[src/hdl/rss_pkg.sv]
// Shared types and constants for the recycled slot stack.
package rss_pkg;

  localparam int DEF_STACK_DEPTH = 1024;
  localparam int CNT_W           = 11;
  localparam int LOC_W           = 32;

  localparam logic [1:0] CMD_PUSH   = 2'd0;
  localparam logic [1:0] CMD_POP    = 2'd1;
  localparam logic [1:0] CMD_REMOVE = 2'd2;

  typedef struct packed {
    logic [1:0]       command;
    logic [LOC_W-1:0] slot_block;
    logic [LOC_W-1:0] slot_offset;
  } rss_in_t;

  typedef struct packed {
    logic             found;
    logic [LOC_W-1:0] out_block;
    logic [LOC_W-1:0] out_offset;
    logic [CNT_W-1:0] removed_count;
    logic             overflow;
    logic [CNT_W-1:0] occupancy;
  } rss_out_t;

endpackage

[src/hdl/rss_ctrl.sv]
// Command sequencer: push, pop and the compacting remove-block scan.
module rss_ctrl #(
  parameter int STACK_DEPTH = rss_pkg::DEF_STACK_DEPTH,
  parameter int AW          = $clog2(STACK_DEPTH),
  parameter int CW          = $clog2(STACK_DEPTH + 1)
) (
  input  logic                          clk,
  input  logic                          rst_n,
  input  logic                          in_valid,
  output logic                          in_ready,
  input  rss_pkg::rss_in_t              in_data,
  output logic                          res_valid,
  input  logic                          res_take,
  output rss_pkg::rss_out_t             res,
  output logic                          mem_we,
  output logic [AW-1:0]                 mem_waddr,
  output logic [2*rss_pkg::LOC_W-1:0]   mem_wdata,
  output logic                          mem_re,
  output logic [AW-1:0]                 mem_raddr,
  input  logic [2*rss_pkg::LOC_W-1:0]   mem_rdata
);
  import rss_pkg::*;

  localparam logic [CW-1:0] DEPTH_C = CW'(STACK_DEPTH);

  typedef enum logic [1:0] {ST_IDLE, ST_POP, ST_SCAN, ST_DONE} state_t;

  state_t           state_r, state_nxt;
  logic [CW-1:0]    count_r, count_nxt;
  logic [CW-1:0]    rd_r, rd_nxt;
  logic [CW-1:0]    wr_r, wr_nxt;
  logic [CW-1:0]    rem_r, rem_nxt;
  logic             pend_r, pend_nxt;
  logic [LOC_W-1:0] tgt_r, tgt_nxt;
  logic             found_r, found_nxt;
  logic [LOC_W-1:0] blk_r, blk_nxt;
  logic [LOC_W-1:0] off_r, off_nxt;
  logic             ovf_r, ovf_nxt;
  logic [CW-1:0]    cnt_dec;
  logic             match;
  logic [CW+CNT_W-1:0] occ_ext;
  logic [CW+CNT_W-1:0] rem_ext;

  assign cnt_dec = count_r - 1'b1;
  // block comparator for the scan
  assign match   = (mem_rdata[2*LOC_W-1:LOC_W] == tgt_r);

  always_comb begin
    state_nxt = state_r;
    count_nxt = count_r;
    rd_nxt    = rd_r;
    wr_nxt    = wr_r;
    rem_nxt   = rem_r;
    pend_nxt  = pend_r;
    tgt_nxt   = tgt_r;
    found_nxt = found_r;
    blk_nxt   = blk_r;
    off_nxt   = off_r;
    ovf_nxt   = ovf_r;
    mem_we    = 1'b0;
    mem_waddr = count_r[AW-1:0];
    mem_wdata = {in_data.slot_block, in_data.slot_offset};
    mem_re    = 1'b0;
    mem_raddr = rd_r[AW-1:0];
    unique case (state_r)
      ST_IDLE: begin
        if (in_valid) begin
          found_nxt = 1'b0;
          blk_nxt   = '0;
          off_nxt   = '0;
          ovf_nxt   = 1'b0;
          rem_nxt   = '0;
          tgt_nxt   = in_data.slot_block;
          state_nxt = ST_DONE;
          case (in_data.command)
            CMD_PUSH: begin
              if (count_r < DEPTH_C) begin
                mem_we    = 1'b1;
                count_nxt = count_r + 1'b1;
              end else begin
                ovf_nxt = 1'b1;
              end
            end
            CMD_POP: begin
              if (count_r != '0) begin
                mem_re    = 1'b1;
                mem_raddr = cnt_dec[AW-1:0];
                count_nxt = cnt_dec;
                state_nxt = ST_POP;
              end
            end
            CMD_REMOVE: begin
              rd_nxt    = '0;
              wr_nxt    = '0;
              pend_nxt  = 1'b0;
              state_nxt = ST_SCAN;
            end
            default: ;
          endcase
        end
      end
      ST_POP: begin
        found_nxt = 1'b1;
        blk_nxt   = mem_rdata[2*LOC_W-1:LOC_W];
        off_nxt   = mem_rdata[LOC_W-1:0];
        state_nxt = ST_DONE;
      end
      ST_SCAN: begin
        if (pend_r) begin
          if (match) begin
            rem_nxt = rem_r + 1'b1;
          end else begin
            mem_we    = 1'b1;
            mem_waddr = wr_r[AW-1:0];
            mem_wdata = mem_rdata;
            wr_nxt    = wr_r + 1'b1;
          end
        end
        if (rd_r < count_r) begin
          mem_re   = 1'b1;
          rd_nxt   = rd_r + 1'b1;
          pend_nxt = 1'b1;
        end else begin
          pend_nxt = 1'b0;
          if (!pend_r) begin
            count_nxt = wr_r;
            state_nxt = ST_DONE;
          end
        end
      end
      ST_DONE: begin
        if (res_take) begin
          state_nxt = ST_IDLE;
        end
      end
      default: state_nxt = ST_IDLE;
    endcase
  end

  always_ff @(posedge clk) begin
    if (!rst_n) begin
      state_r <= ST_IDLE;
      count_r <= '0;
      pend_r  <= 1'b0;
    end else begin
      state_r <= state_nxt;
      count_r <= count_nxt;
      pend_r  <= pend_nxt;
    end
    rd_r    <= rd_nxt;
    wr_r    <= wr_nxt;
    rem_r   <= rem_nxt;
    tgt_r   <= tgt_nxt;
    found_r <= found_nxt;
    blk_r   <= blk_nxt;
    off_r   <= off_nxt;
    ovf_r   <= ovf_nxt;
  end

  assign in_ready  = (state_r == ST_IDLE);
  assign res_valid = (state_r == ST_DONE);

  assign occ_ext = {{CNT_W{1'b0}}, count_r};
  assign rem_ext = {{CNT_W{1'b0}}, rem_r};

  always_comb begin
    res.found         = found_r;
    res.out_block     = blk_r;
    res.out_offset    = off_r;
    res.removed_count = rem_ext[CNT_W-1:0];
    res.overflow      = ovf_r;
    res.occupancy     = occ_ext[CNT_W-1:0];
  end

endmodule

[config.mk]
export PLATFORM = sky130hd
export DESIGN_NAME = rss_ctrl
export DESIGN_NICKNAME = d
export VERILOG_FILES = /design/src/hdl/rss_pkg.sv /design/src/hdl/rss_ctrl.sv
export SDC_FILE = /design/constraint.sdc
export NUM_CORES = 1
export LEC_CHECK = 0
export ABC_CLOCK_PERIOD_IN_PS = 5800
export BUFFER_PORTS_ARGS = -buffer_cell sky130_fd_sc_hd__clkbuf_2
export CAP_MARGIN = 40
export CORE_ASPECT_RATIO = 2
export CORE_MARGIN = 2
export CORE_UTILIZATION = 45
export DETAILED_ROUTE_END_ITERATION = 12
export PLACE_DENSITY_LB_ADDON = 0.25
export SLEW_MARGIN = 0
export SYNTH_ARGS = -nofsm -noshare
export SYNTH_HDL_FRONTEND = slang
export SYNTH_SLANG_ARGS = --single-unit
export TNS_END_PERCENT = 100
[constraint.sdc]
create_clock -name clk -period 5.8 [get_ports clk]
set_input_delay 0.29 -clock clk [delete_from_list [all_inputs] [get_ports clk]]
set_output_delay 0.29 -clock clk [all_outputs]
set_load 0.05 [all_outputs]
=== Word level (Yosys, flattened, before mapping) ===
Index checks and enable logic that the tools add are counted.
W data, S select, Z words.

* $add $sub $neg: 5
* Order comparisons: 2
* Eq/ne operators: 18
* Multiplexer cells: 55
* Reductions and logical operators: 13

{| class="wikitable"
|+ Operator list
! operator !! count
|-
| $mux W64 || 3
|-
| $mux W11 || 13
|-
| $pmux W32 S2 || 2
|-
| $pmux W11 S2 || 5
|-
| $mux W10 || 7
|-
| $add A11 B1 Y11 const B || 4
|-
| $eq A32 B32 Y1 || 1
|-
| $mux W32 || 1
|-
| $ne A2 B2 Y1 const B || 7
|-
| $mux W1 || 13
|-
| $reduce_and A4 Y1 || 3
|-
| $lt A11 B11 Y1 || 1
|-
| $lt A11 B11 Y1 const B || 1
|-
| $reduce_bool A11 Y1 || 1
|-
| $sub A11 B1 Y11 const B || 1
|-
| $mux W2 || 5
|-
| $pmux W1 S2 || 4
|-
| $pmux W2 S4 || 1
|-
| $reduce_and A7 Y1 || 1
|-
| $eq A2 B2 Y1 const B || 3
|-
| $ne A3 B3 Y1 const B || 2
|-
| $reduce_and A5 Y1 || 1
|-
| $eq A2 B1 Y1 const B || 2
|-
| $logic_not A2 Y1 || 2
|-
| other kinds (6) || 9
|}

* Flip-flop bits (word level): 145
* Input bits: 134
* Output and inout port bits: 176
* Logic and storage cells: 104

=== Logic depth before layout (Yosys ltp) ===
* Depth after elaboration: 5
* Depth in mapped cells: 10
* Gate-level depth less buffers: 8

=== Worst setup path before layout ===
Ideal clock, no wire load.

* Kind: reg-to-reg
* From: register state_r[0]
* To: register blk_r[0] (enable)
* Setup time: 0.578 ns
* Data arrival time: 5.634 ns
* Required time: 5.222 ns
* Setup slack: -0.412 ns
* Stages on the path, launching flop included: 5
* Buffers on the path: 1
* Period minus slack after synthesis: 6.212 ns
* Path through: dfxtp_1 > inv_1 > ha_1 > buf_2 > o21ai_0

* Longest elaborated chain between the ends: 3
* Elaborated cells on any way between the ends: 5
* Classes of those cells: eq/ne (2); reduce/logical (3)

{| class="wikitable"
|+ Ends and longest elaborated chain
! element !! RTL line !! RTL
|-
| from (decl) || rss_ctrl.sv:28 || <nowiki>state_t state_r, state_nxt;</nowiki>
|-
| from (signal assigned) || rss_ctrl.sv:146 || <nowiki>state_r <= state_nxt;</nowiki>
|-
| $logic_not A2 Y1 * || - ||
|-
| net in_ready || rss_ctrl.sv:10 || <nowiki>output logic in_ready,</nowiki>
|-
| $ne A2 B2 Y1 (no source line) / $reduce_bool A2 Y1 (equally long branches) || - ||
|-
| $reduce_and A2 Y1 (no source line) * || - ||
|-
| to (signal assigned) || rss_ctrl.sv:155 || <nowiki>blk_r <= blk_nxt;</nowiki>
|-
| to (decl) || rss_ctrl.sv:36 || <nowiki>logic [LOC_W-1:0] blk_r, blk_nxt;</nowiki>
|}

Mark *: on every way through the listed nets, which the timed path passes. The rest lies on a longest branch.
A chain may end at the register's enable or synchronous reset.

=== Worst setup path in the final report ===
* From: register count_r[0]
* To: output mem_raddr[1]

* Longest elaborated chain between the ends: 5
* Elaborated cells on any way between the ends: 6
* Classes of those cells: add/sub (1); mux (4); reduce/logical (1)

{| class="wikitable"
|+ Ends and longest elaborated chain
! element !! RTL line !! RTL
|-
| from (decl) || rss_ctrl.sv:29 || <nowiki>logic [CW-1:0] count_r, count_nxt;</nowiki>
|-
| from (signal assigned) || rss_ctrl.sv:147 || <nowiki>count_r <= count_nxt;</nowiki>
|-
| $sub A11 B1 Y11 / $reduce_bool A11 Y1 (equally long branches) || rss_ctrl.sv:44, rss_ctrl.sv:85 ||
|-
| $mux W10 * || rss_ctrl.sv:85 || <nowiki>if (count_r != '0) begin</nowiki>
|-
| $mux W10 * || rss_ctrl.sv:75 || <nowiki>case (in_data.command)</nowiki>
|-
| $mux W10 * || rss_ctrl.sv:67 || <nowiki>if (in_valid) begin</nowiki>
|-
| $mux W10 * || rss_ctrl.sv:65 || <nowiki>unique case (state_r)</nowiki>
|-
| to (decl) || rss_ctrl.sv:19 || <nowiki>output logic [AW-1:0] mem_raddr,</nowiki>
|}

Every way passes the cells marked *; elsewhere a longest branch is shown, timed or not.

==> reports/metrics.csv <==
stage;metric;value;unit
route;wl;22200;µm
sta;worst_pin_slew;744;ps
sta;holdWs;68.9;ps
final_layout;diodes;0;
cts;insertion_delay;420;ps
setup_path;cp.required;5510;ps
floorplan;io_pins;310;
yosys;syn_area;8070;µm²
sta;setup_violations;0;
setup_path;critPathCaptureType;output port;
cts;cts_max_path_buffers;2;
floorplan;initial_utilization;45.6;%
worst_hold_path;holdCritPathClass;in -> reg;
floorplan;fp.coreArea;17700;µm²
outcome;outcome;completed;
placement;place_ws;2720;ps
global_route;grt_use_total;22.9;%
setup_path;arrival;3230;ps
cts;cts_buffers;17;
sta;slew_headroom;50.1;%
floorplan;std_cell_rows;69;
floorplan;chipHeight;193;µm
route;drt_first_pass_iters;5;
global_route;grt_start_max_net_pins;73;
cts;ctsRootBufferMaster;clkbuf_16;
power;p_per_area;530;nW/µm²
final_layout;fin_nets;1135;
final_layout;multi_input_area;3610;µm²
global_route;grt_antenna_before_repair;0;
job;cap_violations;0;
final_layout;final_common_cell;clkbuf_2;
placement;dpl.hpwl;17100;µm
yosys;ys_ff_latch;145;
route;wl_per_cell;18.4;µm
yosys;ys_async_sr_fraction;0;%
sta;slew_viol_final;0;
sta;fin_ws;2280;ps
yosys;syn-num-nets;839;
cts;clkTransAtPathRegs;60;ps
power;p_comb_share;47.8;%
yosys;avgSynthCellArea;11.8;µm²
power;switching_power;0.00259;W
route;drc;0;
final_layout;drive_gt1_share;43.7;%
power;switching_share;47.3;%
cts;postCtsHoldBufs;0;
floorplan;die_area;19100;µm²
setup_path;slowest_stage;dfxtp_1;
setup_path;worstSetupStartpointType;register;
setup_path;crit_fanout;21;
sta;fin_skew;16.4;ps
cts;cts_tree;built;
global_route;grt_pass1_vias;6173;
setup_path;worstSetupPathType;reg -> out;
yosys;syn_inst;682;
setup_path;cp_cell_sequence;inv_1 -> ha_1 -> nor2b_1 -> nand4_1 -> nand3_1 -> o21ai_0 -> clkbuf_2;
power;clock_power_share;18.7;%
sta;min_period;3520;ps
placement;port_buffers;309;
final_layout;final_util;58.5;%
sta;hold_violations;0;
final_layout;area_growth;28.2;%
route;viasPerCell;5.28;
global_route;grt_pass1_wl;34000;µm
sta;timing.final.crit_share;60.7;%
global_route;overflow;0;
setup_path;slowest_delay;610;ps
sta;fmax;284;MHz
cts;cts.sinks;145;
sta;setup-tns-final;0;ps
power;ir_worst_vdd;0.312;mV
power;internal-power;0.00289;W
power;seqPwrFrac;33.5;%
cts;ctsHtreeMaxLevel;4;
final_layout;layout_common_cells;clkbuf_2 (309), edfxtp_1 (131), and2_1 (86);
cts;post_cts_buffers;0;
cts;post_cts_resized;0;
route;drtIter0Drc;214;
yosys;synth-main-ff-cell;edfxtp_1;
yosys;synth-seq-area-share;52.2;%
placement;gp_congestion;0.859;
route;vias;6360;
yosys;yosys_warnings;0;
final_layout;regArea;4210;µm²
route;detail-route-antenna-nets;0;
final_layout;fillers;1569;
yosys;yosysUniqueCellTypes;52;
yosys;synth_edf_count;131;
power;p_leak;4.39;nW
floorplan;fp.dieW;98.7;µm
sta;rsz0062_at_grt;false;
==> sequential cells by signal (all words and copies together) (netlist names), 2 cells and up <==
| signal | count |
|---|---|
| tgt_r | 32 |
| off_r | 32 |
| count_r | 11 |
| rem_r | 11 |
| rd_r | 11 |
| blk_r | 32 |
| state_r | 2 |
| wr_r | 11 |
==> worst paths after layout <==
check	slack, ps	to	startpoint	depth (start not counted)
max reg2reg	2860	count_r[0]	count_r[0]	8
max	2280	mem_raddr[1]	count_r[0]	7
min reg2reg	540	state_r[1]	state_r[1]	2
min	70	tgt_r[3]	in_data[35]	1
==> synthesized netlist by cell type (all sizes together) (5+ instances only) <==
library cell	instances	area share, %
a21boi	9	0.88
a21oi	15	0.93
a22oi	5	0.47
and2	86	6.7
and3	11	0.87
buf	19	1.6
clkbuf	20	0.93
dfxtp	14	3.5
edfxtp	131	49
ha	23	3.6
inv	20	0.93
mux2	74	10
nand2	40	1.9
nand2b	7	0.54
nand3	27	1.7
nand4	13	1.2
nor2	13	0.60
nor2b	11	0.85
nor3	7	0.57
o21ai	25	1.5
o31ai	13	1.2
or3	8	0.62
xnor2	57	6.2
==> worst max-delay path: cells and delay by family (launching register included) <==
kind / cells / cell delay [ps]
simple gates: 3 / 890
flops: 1 / 610
buf+inv: 2 / 530
compound gates: 1 / 440
fa+ha+maj: 1 / 330
==> area by class of cell <==
| type | instances | area share (%) |
|---|---|---|
| repair buffers | 316 | 15.8 |
| clock buffers | 18 | 4.15 |
| inverters | 20 | 0.726 |
| well taps | 213 | 2.58 |
| multi-input cells | 478 | 34.9 |
| flip-flops and latches | 145 | 40.7 |
| clock inverters | 14 | 1.12 |
==> power by group through the flow <==
stage	registers, W	logic, W	clock network (W)
after CTS	0.00184	0.00265	0.00104
after global routing	0.00188	0.00279	0.00108
final	0.00184	0.00262	0.00102
after detailed placement	0.00186	0.00264	0
after global placement	0.00185	0.00259	0
after floorplan	0.00263	0.00121	0
==> stage by stage <==
| stage | std cells | instance area [µm²] | total power, W |
|---|---|---|---|
| after global placement | 1168 | 9740 | 0.00444 |
| after global routing | 1204 | 10300 | 0.00575 |
| after CTS | 1204 | 10300 | 0.00553 |
| after floorplan | 682 | 8070 | 0.00385 |
| final | 1204 | 10300 | 0.00548 |
| after detailed placement | 1172 | 9800 | 0.00450 |
==> logic make-up (layout without fill, tap and decap cells) <==
logic type | count (synthesis) | count (layout) | synth area share, %
AOI/OAI and AO/OA | 89 | 89 | 7.38
and+or+nand+nor | 229 | 229 | 16.2
DFF | 145 | 145 | 52.2
buffers and inverters | 59 | 368 | 3.43
adders and majority gates | 23 | 23 | 3.56
muxes | 76 | 76 | 10.6
xor gates and xnor gates | 61 | 61 | 6.62
==> metal layers <==
layer / vias to the layer above / GRT usage (%) / part of all wire (%)
met5: - / 0 / 0
met4: 0 / 8.27 / 2.0
met3: 25 / 3.97 / 5.4
met2: 247 / 42.7 / 55
met1: 3013 / 25.6 / 37
li1: 3075 / - / -
Note: power is estimated with default switching activity, not from simulation.
